`src/rtl/core/actuator_command_safety_limiter_unit_assert.svh`:
```
// assertion macros for the actuator command safety limiter
`ifndef ACTUATOR_COMMAND_SAFETY_LIMITER_UNIT_ASSERT_SVH
`define ACTUATOR_COMMAND_SAFETY_LIMITER_UNIT_ASSERT_SVH

`ifndef ASSERT_OFF

`define ACSL_ASSERT_IMP(label, clk, rst_n, pre, post) \
  label: assert property (@(posedge clk) disable iff (!(rst_n)) (pre) |-> (post)) \
    else $error("acsl assertion failed");

`define ACSL_ASSERT_NEXT(label, clk, rst_n, pre, post) \
  label: assert property (@(posedge clk) disable iff (!(rst_n)) (pre) |=> (post)) \
    else $error("acsl assertion failed");

`else

`define ACSL_ASSERT_IMP(label, clk, rst_n, pre, post)

`define ACSL_ASSERT_NEXT(label, clk, rst_n, pre, post)

`endif

`endif

```
`src/rtl/core/acsl_pkg.sv`:
```
package acsl_pkg;

  // fixed-point constants
  localparam logic [14:0]        ONE_Q14        = 15'd16384;
  localparam logic [14:0]        BRAKE_OVR_Q14  = 15'd1638;
  localparam logic signed [15:0] INTERLOCK_Q14  = 16'sd819;
  localparam logic [15:0]        LOW_SPEED_Q8   = 16'd512;
  localparam logic [14:0]        STEER_FLOOR    = 15'd409;
  localparam logic [14:0]        CAP_RESET      = 15'd4096;

  // divider geometry: quotient below 2^15, denominator below 2^33
  localparam int unsigned        DEN_W          = 33;
  localparam int unsigned        QUO_W          = 15;
  localparam int unsigned        DIV_STEPS      = QUO_W;
  localparam logic [DEN_W-1:0]   K_INV          = 33'd6553600;

  // stages: square, denominator, one per quotient bit, output
  localparam int unsigned        NSTG           = DIV_STEPS + 3;

  // configuration port
  localparam int unsigned        ADDR_W         = 3;
  localparam int unsigned        DATA_W         = 32;
  localparam logic [0:0]         REG_MAX_STEER  = 1'b0;

  typedef struct packed {
    logic signed [15:0] throttle_cmd;
    logic signed [15:0] brake_cmd;
    logic signed [15:0] steer_cmd;
    logic [15:0]        speed;
    logic               estop;
  } cmd_t;

  typedef struct packed {
    logic [14:0]        throttle_out;
    logic [14:0]        brake_out;
    logic signed [15:0] steer_cmd;
    logic               estop;
    logic               low_speed;
    logic               overridden;
    logic               conflict;
  } pay_t;

  typedef struct packed {
    logic [DEN_W-1:0] den;
    logic [DEN_W-1:0] rem;
    logic [QUO_W-1:0] quo;
  } div_t;

  typedef struct packed {
    logic [14:0]        throttle_out;
    logic [14:0]        brake_out;
    logic signed [15:0] steer_out;
    logic               steer_limited;
    logic               throttle_overridden;
    logic               interlock_conflict;
  } res_t;

endpackage

```
`src/rtl/core/acsl_cmd_if.sv`:
```
interface acsl_cmd_if;
  logic               valid;
  logic               ready;
  logic signed [15:0] throttle_cmd;
  logic signed [15:0] brake_cmd;
  logic signed [15:0] steer_cmd;
  logic [15:0]        speed;
  logic               estop;

  modport source (
    output valid, throttle_cmd, brake_cmd, steer_cmd, speed, estop,
    input  ready
  );

  modport sink (
    input  valid, throttle_cmd, brake_cmd, steer_cmd, speed, estop,
    output ready
  );
endinterface

```
`src/rtl/core/acsl_res_if.sv`:
```
interface acsl_res_if;
  logic               valid;
  logic               ready;
  logic [14:0]        throttle_out;
  logic [14:0]        brake_out;
  logic signed [15:0] steer_out;
  logic               steer_limited;
  logic               throttle_overridden;
  logic               interlock_conflict;

  modport source (
    output valid, throttle_out, brake_out, steer_out, steer_limited,
           throttle_overridden, interlock_conflict,
    input  ready
  );

  modport sink (
    input  valid, throttle_out, brake_out, steer_out, steer_limited,
           throttle_overridden, interlock_conflict,
    output ready
  );
endinterface

```
`src/rtl/core/acsl_front.sv`:
```
module acsl_front (
  input  logic                clk_i,
  input  logic                ld_a_i,
  input  logic                ld_b_i,
  input  logic [14:0]         cap_i,
  input  acsl_pkg::cmd_t      cmd_i,
  output acsl_pkg::pay_t      pay_o,
  output acsl_pkg::div_t      div_o
);

  logic [14:0]    thr_c;
  logic [14:0]    brk_c;
  logic           ovr;
  acsl_pkg::pay_t pay_a_d;
  acsl_pkg::pay_t pay_a_q;
  logic [31:0]    sq_q;
  acsl_pkg::pay_t pay_b_q;
  acsl_pkg::div_t div_b_d;
  acsl_pkg::div_t div_b_q;

  always_comb begin
    if (cmd_i.throttle_cmd < 0) begin
      thr_c = '0;
    end else if (cmd_i.throttle_cmd > $signed({1'b0, acsl_pkg::ONE_Q14})) begin
      thr_c = acsl_pkg::ONE_Q14;
    end else begin
      thr_c = cmd_i.throttle_cmd[14:0];
    end
    if (cmd_i.brake_cmd < 0) begin
      brk_c = '0;
    end else if (cmd_i.brake_cmd > $signed({1'b0, acsl_pkg::ONE_Q14})) begin
      brk_c = acsl_pkg::ONE_Q14;
    end else begin
      brk_c = cmd_i.brake_cmd[14:0];
    end
    ovr = !cmd_i.estop && (thr_c != '0) && (brk_c > acsl_pkg::BRAKE_OVR_Q14);

    pay_a_d.throttle_out = (cmd_i.estop || ovr) ? '0 : thr_c;
    pay_a_d.brake_out    = cmd_i.estop ? acsl_pkg::ONE_Q14 : brk_c;
    pay_a_d.steer_cmd    = cmd_i.steer_cmd;
    pay_a_d.estop        = cmd_i.estop;
    pay_a_d.low_speed    = cmd_i.speed <= acsl_pkg::LOW_SPEED_Q8;
    pay_a_d.overridden   = ovr;
    // interlock uses the raw commands, estop or not
    pay_a_d.conflict     = (cmd_i.throttle_cmd > acsl_pkg::INTERLOCK_Q14) &&
                           (cmd_i.brake_cmd > acsl_pkg::INTERLOCK_Q14);
  end

  // stage a: squarer
  always_ff @(posedge clk_i) begin
    if (ld_a_i) begin
      pay_a_q <= pay_a_d;
      sq_q    <= {16'b0, cmd_i.speed} * {16'b0, cmd_i.speed};
    end
  end

  // stage b: denominator and starting remainder
  // cap * 6553600 = (cap * 200) << 15, the low 15 numerator bits are zero
  always_comb begin
    div_b_d.den = acsl_pkg::K_INV + acsl_pkg::DEN_W'(sq_q);
    div_b_d.rem = acsl_pkg::DEN_W'({cap_i, 7'b0}) + acsl_pkg::DEN_W'({cap_i, 6'b0}) +
                  acsl_pkg::DEN_W'({cap_i, 3'b0});
    div_b_d.quo = '0;
  end

  always_ff @(posedge clk_i) begin
    if (ld_b_i) begin
      pay_b_q <= pay_a_q;
      div_b_q <= div_b_d;
    end
  end

  assign pay_o = pay_b_q;
  assign div_o = div_b_q;

endmodule

```
`src/rtl/core/acsl_div_stage.sv`:
```
module acsl_div_stage (
  input  logic           clk_i,
  input  logic           ld_i,
  input  acsl_pkg::pay_t pay_i,
  input  acsl_pkg::div_t div_i,
  output acsl_pkg::pay_t pay_o,
  output acsl_pkg::div_t div_o
);

  logic [acsl_pkg::DEN_W:0] trial;
  logic [acsl_pkg::DEN_W:0] diff;
  logic                     ge;
  acsl_pkg::div_t           div_d;
  acsl_pkg::div_t           div_q;
  acsl_pkg::pay_t           pay_q;

  // one restoring step; the numerator bit shifted in is always zero
  always_comb begin
    trial     = {div_i.rem, 1'b0};
    diff      = trial - {1'b0, div_i.den};
    ge        = trial >= {1'b0, div_i.den};
    div_d.den = div_i.den;
    div_d.rem = ge ? diff[acsl_pkg::DEN_W-1:0] : trial[acsl_pkg::DEN_W-1:0];
    div_d.quo = {div_i.quo[acsl_pkg::QUO_W-2:0], ge};
  end

  always_ff @(posedge clk_i) begin
    if (ld_i) begin
      div_q <= div_d;
      pay_q <= pay_i;
    end
  end

  assign div_o = div_q;
  assign pay_o = pay_q;

endmodule

```
`src/rtl/core/acsl_back.sv`:
```
module acsl_back (
  input  logic                       clk_i,
  input  logic                       ld_i,
  input  logic [14:0]                cap_i,
  input  acsl_pkg::pay_t             pay_i,
  input  logic [acsl_pkg::QUO_W-1:0] quo_i,
  output acsl_pkg::res_t             res_o
);

  logic [14:0]        lim;
  logic signed [16:0] str_x;
  logic signed [16:0] cap_x;
  logic [16:0]        mag;
  logic signed [15:0] lim_s;
  acsl_pkg::res_t     res_d;
  acsl_pkg::res_t     res_q;

  always_comb begin
    if (pay_i.low_speed) begin
      lim = cap_i;
    end else if (quo_i < acsl_pkg::STEER_FLOOR) begin
      lim = acsl_pkg::STEER_FLOOR;
    end else begin
      lim = quo_i;
    end
    str_x = 17'(pay_i.steer_cmd);
    cap_x = $signed({2'b0, cap_i});
    mag   = str_x[16] ? 17'(-str_x) : 17'(str_x);
    lim_s = $signed({1'b0, lim});

    res_d.throttle_out        = pay_i.throttle_out;
    res_d.brake_out           = pay_i.brake_out;
    res_d.throttle_overridden = pay_i.overridden;
    res_d.interlock_conflict  = pay_i.conflict;
    res_d.steer_limited       = 1'b0;
    if (pay_i.estop) begin
      res_d.steer_out = '0;
    end else if (mag > {2'b0, lim}) begin
      res_d.steer_out     = str_x[16] ? -lim_s : lim_s;
      res_d.steer_limited = 1'b1;
    end else if (str_x > cap_x) begin
      res_d.steer_out = $signed({1'b0, cap_i});
    end else if (str_x < -cap_x) begin
      res_d.steer_out = -$signed({1'b0, cap_i});
    end else begin
      res_d.steer_out = pay_i.steer_cmd;
    end
  end

  always_ff @(posedge clk_i) begin
    if (ld_i) begin
      res_q <= res_d;
    end
  end

  assign res_o = res_q;

endmodule

```
`src/rtl/core/actuator_command_safety_limiter_unit.sv`:
```
// actuator command safety limiter
// cmd_i takes one vehicle command per beat (throttle, brake, steering, speed,
// estop); res_o gives exactly one safe command per accepted beat, in order.
// both channels are valid/ready; a beat moves when valid and ready are high.
// the steering cap is written through the apb port at address 0; the user must
// write it only while no command is in flight, as the block does not enforce it.
// pready is always high; reads with paddr[2] clear return the cap, others read 0.
// accepted commands pass through 18 register stages (squarer, denominator, 15
// restoring divider steps for the speed-dependent steering limit, output select).
// throughput: one command per cycle unless a stalled receiver has filled the
// pipeline; each divider step resolves one quotient bit, so the pipeline depth
// is set by the 15-bit quotient. a stalled receiver holds the output stage;
// earlier stages keep filling until every stage holds a beat, and cmd_i.ready
// drops only then. reset empties the pipeline and sets the cap to 0.5 rad.
`include "actuator_command_safety_limiter_unit_assert.svh"

module actuator_command_safety_limiter_unit (
  input  logic                          clk_i,
  input  logic                          rst_ni,
  acsl_cmd_if.sink                      cmd_i,
  acsl_res_if.source                    res_o,
  input  logic                          psel,
  input  logic                          penable,
  input  logic                          pwrite,
  input  logic [acsl_pkg::ADDR_W-1:0]   paddr,
  input  logic [acsl_pkg::DATA_W-1:0]   pwdata,
  output logic [acsl_pkg::DATA_W-1:0]   prdata,
  output logic                          pready
);

  localparam int unsigned NSTG = acsl_pkg::NSTG;
  localparam int unsigned NDIV = acsl_pkg::DIV_STEPS;

  logic [14:0]           cap_d;
  logic [14:0]           cap_q;
  logic                  reg_sel;
  logic [NSTG-1:0]       v_d;
  logic [NSTG-1:0]       v_q;
  logic [NSTG-1:0]       ld;
  acsl_pkg::cmd_t        cmd;
  acsl_pkg::pay_t        pay_s [NDIV+1];
  acsl_pkg::div_t        div_s [NDIV+1];
  acsl_pkg::res_t        res;

  // configuration
  assign reg_sel = paddr[acsl_pkg::ADDR_W-1:2] == acsl_pkg::REG_MAX_STEER;
  assign pready  = 1'b1;
  assign prdata  = reg_sel ? acsl_pkg::DATA_W'(cap_q) : '0;

  always_comb begin
    cap_d = cap_q;
    if (psel && penable && pwrite && reg_sel) begin
      cap_d = pwdata[14:0];
    end
  end

  always_ff @(posedge clk_i or negedge rst_ni) begin
    if (!rst_ni) begin
      cap_q <= acsl_pkg::CAP_RESET;
    end else begin
      cap_q <= cap_d;
    end
  end

  // a stage loads when it or any stage after it is empty, or the output drains
  for (genvar k = 0; k < NSTG; k++) begin : g_ld
    assign ld[k] = res_o.ready || !(&v_q[NSTG-1:k]);
  end

  always_comb begin
    v_d = v_q;
    if (ld[0]) begin
      v_d[0] = cmd_i.valid;
    end
    for (int k = 1; k < NSTG; k++) begin
      if (ld[k]) begin
        v_d[k] = v_q[k-1];
      end
    end
  end

  always_ff @(posedge clk_i or negedge rst_ni) begin
    if (!rst_ni) begin
      v_q <= '0;
    end else begin
      v_q <= v_d;
    end
  end

  assign cmd_i.ready = ld[0];

  assign cmd.throttle_cmd = cmd_i.throttle_cmd;
  assign cmd.brake_cmd    = cmd_i.brake_cmd;
  assign cmd.steer_cmd    = cmd_i.steer_cmd;
  assign cmd.speed        = cmd_i.speed;
  assign cmd.estop        = cmd_i.estop;

  acsl_front u_front (
    .clk_i  (clk_i),
    .ld_a_i (ld[0]),
    .ld_b_i (ld[1]),
    .cap_i  (cap_q),
    .cmd_i  (cmd),
    .pay_o  (pay_s[0]),
    .div_o  (div_s[0])
  );

  for (genvar i = 0; i < NDIV; i++) begin : g_div
    acsl_div_stage u_div (
      .clk_i (clk_i),
      .ld_i  (ld[i+2]),
      .pay_i (pay_s[i]),
      .div_i (div_s[i]),
      .pay_o (pay_s[i+1]),
      .div_o (div_s[i+1])
    );
  end

  acsl_back u_back (
    .clk_i (clk_i),
    .ld_i  (ld[NSTG-1]),
    .cap_i (cap_q),
    .pay_i (pay_s[NDIV]),
    .quo_i (div_s[NDIV].quo),
    .res_o (res)
  );

  assign res_o.valid               = v_q[NSTG-1];
  assign res_o.throttle_out        = res.throttle_out;
  assign res_o.brake_out           = res.brake_out;
  assign res_o.steer_out           = res.steer_out;
  assign res_o.steer_limited       = res.steer_limited;
  assign res_o.throttle_overridden = res.throttle_overridden;
  assign res_o.interlock_conflict  = res.interlock_conflict;

  `ACSL_ASSERT_NEXT(a_enter, clk_i, rst_ni, cmd_i.valid && cmd_i.ready, v_q[0])
  `ACSL_ASSERT_NEXT(a_hold, clk_i, rst_ni, v_q[2] && !ld[3], v_q[2])
  `ACSL_ASSERT_IMP(a_rem_lt_den, clk_i, rst_ni, v_q[2], div_s[1].rem < div_s[1].den)
  `ACSL_ASSERT_IMP(a_quo_le_cap, clk_i, rst_ni, v_q[NSTG-2], div_s[NDIV].quo <= cap_q)

endmodule

```
`src/flat_wrapper.sv`:
```
// flat-port wrapper written by rule: the top's interface ports become plain ports
module actuator_command_safety_limiter_unit_flat 
  (clk_i, rst_ni, psel, penable, pwrite, paddr, pwdata, prdata, pready, cmd_i_valid, cmd_i_throttle_cmd, cmd_i_brake_cmd, cmd_i_steer_cmd, cmd_i_speed, cmd_i_estop, cmd_i_ready, res_o_valid, res_o_throttle_out, res_o_brake_out, res_o_steer_out, res_o_steer_limited, res_o_throttle_overridden, res_o_interlock_conflict, res_o_ready);
  acsl_cmd_if cmd_i_i ();
  acsl_res_if res_o_i ();
  input  logic clk_i;
  input  logic rst_ni;
  input  logic psel;
  input  logic penable;
  input  logic pwrite;
  input  logic [acsl_pkg::ADDR_W-1:0] paddr;
  input  logic [acsl_pkg::DATA_W-1:0] pwdata;
  output logic [acsl_pkg::DATA_W-1:0] prdata;
  output logic pready;
  input wire logic [$bits(cmd_i_i.valid)-1:0] cmd_i_valid;
  input wire logic [$bits(cmd_i_i.throttle_cmd)-1:0] cmd_i_throttle_cmd;
  input wire logic [$bits(cmd_i_i.brake_cmd)-1:0] cmd_i_brake_cmd;
  input wire logic [$bits(cmd_i_i.steer_cmd)-1:0] cmd_i_steer_cmd;
  input wire logic [$bits(cmd_i_i.speed)-1:0] cmd_i_speed;
  input wire logic [$bits(cmd_i_i.estop)-1:0] cmd_i_estop;
  output wire logic [$bits(cmd_i_i.ready)-1:0] cmd_i_ready;
  output wire logic [$bits(res_o_i.valid)-1:0] res_o_valid;
  output wire logic [$bits(res_o_i.throttle_out)-1:0] res_o_throttle_out;
  output wire logic [$bits(res_o_i.brake_out)-1:0] res_o_brake_out;
  output wire logic [$bits(res_o_i.steer_out)-1:0] res_o_steer_out;
  output wire logic [$bits(res_o_i.steer_limited)-1:0] res_o_steer_limited;
  output wire logic [$bits(res_o_i.throttle_overridden)-1:0] res_o_throttle_overridden;
  output wire logic [$bits(res_o_i.interlock_conflict)-1:0] res_o_interlock_conflict;
  input wire logic [$bits(res_o_i.ready)-1:0] res_o_ready;
  assign cmd_i_i.valid = cmd_i_valid;
  assign cmd_i_i.throttle_cmd = cmd_i_throttle_cmd;
  assign cmd_i_i.brake_cmd = cmd_i_brake_cmd;
  assign cmd_i_i.steer_cmd = cmd_i_steer_cmd;
  assign cmd_i_i.speed = cmd_i_speed;
  assign cmd_i_i.estop = cmd_i_estop;
  assign cmd_i_ready = cmd_i_i.ready;
  assign res_o_valid = res_o_i.valid;
  assign res_o_throttle_out = res_o_i.throttle_out;
  assign res_o_brake_out = res_o_i.brake_out;
  assign res_o_steer_out = res_o_i.steer_out;
  assign res_o_steer_limited = res_o_i.steer_limited;
  assign res_o_throttle_overridden = res_o_i.throttle_overridden;
  assign res_o_interlock_conflict = res_o_i.interlock_conflict;
  assign res_o_i.ready = res_o_ready;
  actuator_command_safety_limiter_unit u_core (.clk_i(clk_i), .rst_ni(rst_ni), .cmd_i(cmd_i_i), .res_o(res_o_i), .psel(psel), .penable(penable), .pwrite(pwrite), .paddr(paddr), .pwdata(pwdata), .prdata(prdata), .pready(pready));
endmodule
```
`config.mk`:
```
export PLATFORM = sky130hd
export DESIGN_NAME = actuator_command_safety_limiter_unit_flat
export DESIGN_NICKNAME = d
export VERILOG_FILES = /design/src/rtl/core/acsl_pkg.sv /design/src/rtl/core/acsl_cmd_if.sv /design/src/rtl/core/acsl_res_if.sv /design/src/rtl/core/acsl_front.sv /design/src/rtl/core/acsl_div_stage.sv /design/src/rtl/core/acsl_back.sv /design/src/rtl/core/actuator_command_safety_limiter_unit.sv /design/src/flat_wrapper.sv
export VERILOG_INCLUDE_DIRS = /design/src /design/src/rtl/core
export SDC_FILE = /design/constraint.sdc
export NUM_CORES = 2
export LEC_CHECK = 0
export ABC_AREA = 0
export ABC_CLOCK_PERIOD_IN_PS = 47100
export CORE_ASPECT_RATIO = 0.8
export CORE_UTILIZATION = 55
export CTS_BUF_LIST = sky130_fd_sc_hd__clkbuf_8 sky130_fd_sc_hd__clkbuf_16
export DETAILED_ROUTE_END_ITERATION = 8
export DONT_BUFFER_PORTS = 1
export HOLD_SLACK_MARGIN = 0.1
export PLACE_DENSITY = 0.73
export SYNTH_ARGS = -nofsm -noshare
export SYNTH_HDL_FRONTEND = slang
export SYNTH_SLANG_ARGS = --single-unit
```
`constraint.sdc`:
```
create_clock -name clk_i -period 47.1 [get_ports clk_i]
set_clock_uncertainty 0.1 [all_clocks]
set_input_delay 2.355 -clock clk_i [delete_from_list [all_inputs] [get_ports clk_i]]
set_output_delay 2.355 -clock clk_i [all_outputs]
set_load 0.005 [all_outputs]
```
Word level (Yosys, flattened, before mapping)
Cells that the tools add are included.
W data, S select, Z words.

storage, ports and cells
  register bits after elaboration = 2,065
  word-level logic and storage cells = 343
  input port bits = 107
  output and inout bits = 84

cells by class
  mux-type cells = 27
  magnitude comparators = 27
  reduce and logical (&&, ||, !) cells = 62
  bitwise gates (word level) = 1
  multipliers = 1
  add/subtract/negate cells = 21

operators with widths
  kind                      number
  $ge A34 B33 Y1            14
  $mux W33                  14
  $sub A33 B33 Y33          13
  $mux W15                  7
  $mux W16                  4
  $add A23 B32 Y33 const A  1
  $ge A25 B33 Y1            1
  $sub A25 B33 Y33          1
  $gt A16 B11 Y1 const B    2
  $gt A16 B16 Y1 const B    2
  $lt A16 B1 Y1 const B     2
  $mul A16 B16 Y32          1
  $neg A15 Y16              2
  $add A23 B18 Y24          1
  $add A22 B21 Y23          1
  $logic_not A1 Y1          19
  $logic_or A1 B1 Y1        19
  $reduce_and A18 Y1        1
  $gt A17 B15 Y1            1
  $lt A16 B17 Y1            1
  $mux W17                  1
  $neg A15 Y17              1
  $neg A16 Y17              1
  $reduce_and A17 Y1        1
  23 further kinds          28

Logic depth before layout (Yosys ltp)
  depth after elaboration = 7
  mapped depth = 26
  depth with buffers taken out = 25

Modules after synthesis
From an unflattened synthesis, not the netlist that was laid out.

unflattened totals
  cell total of the unflattened synthesis = 8,447
  area total of the unflattened synthesis = 112,664.3 µm²

by module, submodules not included
  module                                cells each  area an instance (µm²)  instances
  acsl_div_stage                        433         6,097.1                 15
  acsl_front                            1,315       15,009.4                1
  acsl_back                             500         4,581.9                 1
  actuator_command_safety_limiter_unit  137         1,616.6                 1

Worst setup path after synthesis
Ideal clock, no wire load.

  path kind = in2out
  start point = in res_o_ready
  end point = out cmd_i_ready
  data arrival time = 15,788 ps
  slack = 28,857 ps
  stages on the path = 10
  path through = nor2b_1 -> inv_1 -> nor2_1 -> nand2_1 -> nor2_1 -> nand2_1 -> nor2_1 -> nand3_1 -> nor2_1 -> nand4_1

on the way
  longest elaborated chain between the ends = 1

RTL lines
  item                line                                        source
  start: declaration  flat_wrapper.sv:29                          input wire logic [$bits(res_o_i.ready)-1:0] res_o_ready;
  $logic_or A1 B1 Y1  actuator_command_safety_limiter_unit.sv:67  assign ld[k] = res_o.ready || !(&v_q[NSTG-1:k]);
  end: declaration    flat_wrapper.sv:21                          output wire logic [$bits(cmd_i_i.ready)-1:0] cmd_i_ready;

Every way passes these cells.

Final worst setup path
Same ends and word-level chain as after synthesis.

==> results by group <==
Status
  – Outcome: completed

STA
  – Fin. Hold Viols: 0
  – Final-report setup violation count: 0
  – Worst Slack Setup Final: 38.04 ns
  – RSZ-0062 raised after global routing: no
  – Least-Margin Pin Slew: 1.20 ns
  – Setup TNS: 0 ns
  – Final period util: 19.2%
  – Max_slew headroom: 19.9%
  – Slew Viols, Final: 0
  – Fmax: 0.110 GHz
  – Tmin final: 9.06 ns

Finish
  – Filler cell count: 14,133
  – Number of cells in the finished layout apart from fillers: 10,585
  – Share of layout cells above drive strength 1: 7.10%
  – Commonest cells after routing, fill and taps aside: 2,011 x edfxtp_1, 930 x inv_1, 665 x ha_1
  – Area Overhead vs Synth: 8.72%
  – Nets: a little under 9,000
  – Commonest non-fill, non-tap cell in the layout: edfxtp_1

Synthesis
  – Synthesized flop and latch total: between 2,000 and 2,500
  – Cell variety after synth: around 110
  – Most used DFF post-synth: edfxtp_1
  – Async set-or-reset flop fraction in the synthesized netlist: 1.61%
  – Sequential fraction of the synthesis area: 60.0%
  – Post-synth EDFFs: 2,011
  – Syn Area/Cell: 12.9 sq um
  – Synthesized cell area: approximately 100,000 sq um
  – Post-Syn Instances: 7,900
  – Yosys synthesis warning count: 0

Critical path
  – Required time worst endpoint: 44.65 ns
  – CP max stage cell: nor2_1
  – Element type at the critical path end: output port
  – Crit path max fanout: 46
  – Buf+Inv Stages, Crit Path: 2
  – Slowest stage delay, CP: 0.62 ns
  – RR Startpoint: u_core.v_q[17]$_DFFE_PN0P_
  – Critical path class: primary input to output port
  – R2R Setup Slk: 40.96 ns
  – Crit path top cell by count: nor2_1
  – Crit start category: primary input
  – WP data arrival: 6.61 ns
  – CP Launch Point: res_o_ready
  – Crit-path leading delay family: simple AND/OR/NAND/NOR gates
  – Crit-path cells: nor2b_1, inv_2, nor2_1, nand2_4, nor2_1, nand2_4, nor2_1, nand3_4, nor2_1, nand4_1, buf_4

Clocking
  – CTS tree: yes
  – CTS buffer count: 191
  – Resized Gates After CTS: 0
  – Clock Latency Late Sink: about 0.83 ns
  – CTS H-tree lvls: 4
  – Clock Path Buffers: 3
  – Post-CTS setup buffers: 0
  – Clk root buf: clkbuf_16
  – Post-CTS Hold Fix Bufs: 0
  – Worst-path clk slew: 0.06 ns
  – # clock sinks: 2,044

Hold path
  – Hold path start: u_core.g_div[4].u_div.pay_o[3]$_DFFE_PP_
  – Tightest Hold Check Type: flip-flop to flip-flop

Placement
  – Buffers added on ports: 0
  – Pre-CTS setup slack: between 30 and 40 ns
  – Final RePlAce weighted congestion: 0.940
  – Cells after DPL: 10,234
  – HPWL Detailed: between 150,000 and 200,000 microns

Floorplanning
  – Die height: 387 microns
  – Core Region: 185,000 sq um
  – Die W: between 400 and 500 microns
  – Initial Utilization: 55.3%
  – Die area: 187,000 sq um
  – I/O pin count: approximately 190
  – Num rows: between 100 and 150

Routing
  – 1st-iter DRT viols: 5,270
  – Detailed Route WL: approximately 210,000 microns
  – Routed vias: between 60,000 and 70,000
  – Vias/cell: 5.67
  – Post-detailed-route wirelength per cell: between 15 and 20 microns
  – Total iterations of the first detailed-routing run: 8
  – DRT antenna net count: 0
  – DR DRC count: 0

Global route
  – Pin count of the biggest net entering global routing: about 130
  – Number of global-route vias before repair: 58,751
  – Initial antenna violation count: 8
  – Total gr overflow: 0
  – GRT Util Overall: 22.3%
  – First-pass GRT wire length: 327,000 microns

Job
  – Max cap viols: 0
-- per-layer routing --
layer  up-vias  wire length [microns]  track usage [%]
li1      28839                      -                -
met1     29062                  96500             32.1
met2      1780                  95900             35.4
met3       331                  12400             3.36
met4         2                   5450             6.33
met5         -                     13                0
-- kinds of logic after synthesis --
group | synth area share, %
mux | 2.53
flops | 60.0
simple gates | 7.65
buf+inv | 4.14
other cells | 0.00736
xor+xnor | 3.96
fa+ha+maj | 11.6
compound gates | 10.1
-- sequential cells by signal (all words and copies together), names as in the netlist --
register,cells
u_core.cap_q,15
u_core.g_div.u_div.div_o,1029
u_core.g_div.u_div.pay_o,750
u_core.u_back.res_o,49
u_core.u_front.div_o,52
u_core.u_front.pay_a_q,50
u_core.u_front.pay_o,50
u_core.u_front.sq_q,31
u_core.v_q,18
-- cell usage after synthesis (57+ instances only) --
library cell	n	area, sq um
edfxtp_1	2011	60400
inv_1	904	3390
ha_1	665	8320
nand2_1	537	2020
a21oi_1	470	2350
o21ai_0	410	2050
nor2_1	363	1360
xnor2_1	292	2560
a21o_1	213	1600
fa_1	176	3520
xor2_1	169	1480
mux2_2	139	1570
and2_1	104	651
clkbuf_1	98	368
nand3_1	90	450
nor3_1	90	450
nand2b_1	88	551
nand4_1	87	544
o21a_1	71	533
nor2b_1	63	394
o21bai_1	57	428
-- worst paths after layout --
path / endpoint / depth (start not counted)
worst max register to register: u_core.u_front.pay_o[45]$_DFFE_PP_ / 11
worst min-delay path: u_core.g_div[5].u_div.pay_o[3]$_DFFE_PP_ / 0
min in group asynchronous: u_core.v_q[0]$_DFFE_PN0P_ / 0
worst max-delay path: cmd_i_ready / 11
worst min register to register: u_core.g_div[5].u_div.pay_o[3]$_DFFE_PP_ / 0
max in group asynchronous: u_core.cap_q[12]$_DFFE_PN1P_ / 0
-- cell type report --
| type | instances | area [sq um] | area share (%) |
|---|---|---|---|
| flip-flops and latches | 2044 | 61200 | 55.2 |
| well taps | 2431 | 3040 | 2.74 |
| multi-input cells | 4807 | 36800 | 33.2 |
| clock buffers | 195 | 4860 | 4.38 |
| diodes | 3 | 7.51 | 0.00677 |
| inverters | 905 | 3410 | 3.07 |
| clock inverters | 153 | 1220 | 1.10 |
| repair buffers | 47 | 365 | 0.329 |
-- metrics by stage --
step | util [%] | hold WS [ns] | cell area (sq um)
5_1_grt | 60.1 | 0.304 | 111000
3_5_place_dp | 56.8 | 0.305 | 105000
2_1_floorplan | - | 0.300 | 102000
4_1_cts | 60.1 | 0.299 | 111000
3_3_place_gp | 56.8 | 0.301 | 105000
6_report | 60.1 | 0.297 | 111000
Power is not shown: default switching activity piles up to over one toggle a cycle in this logic, so the estimate is an artifact.
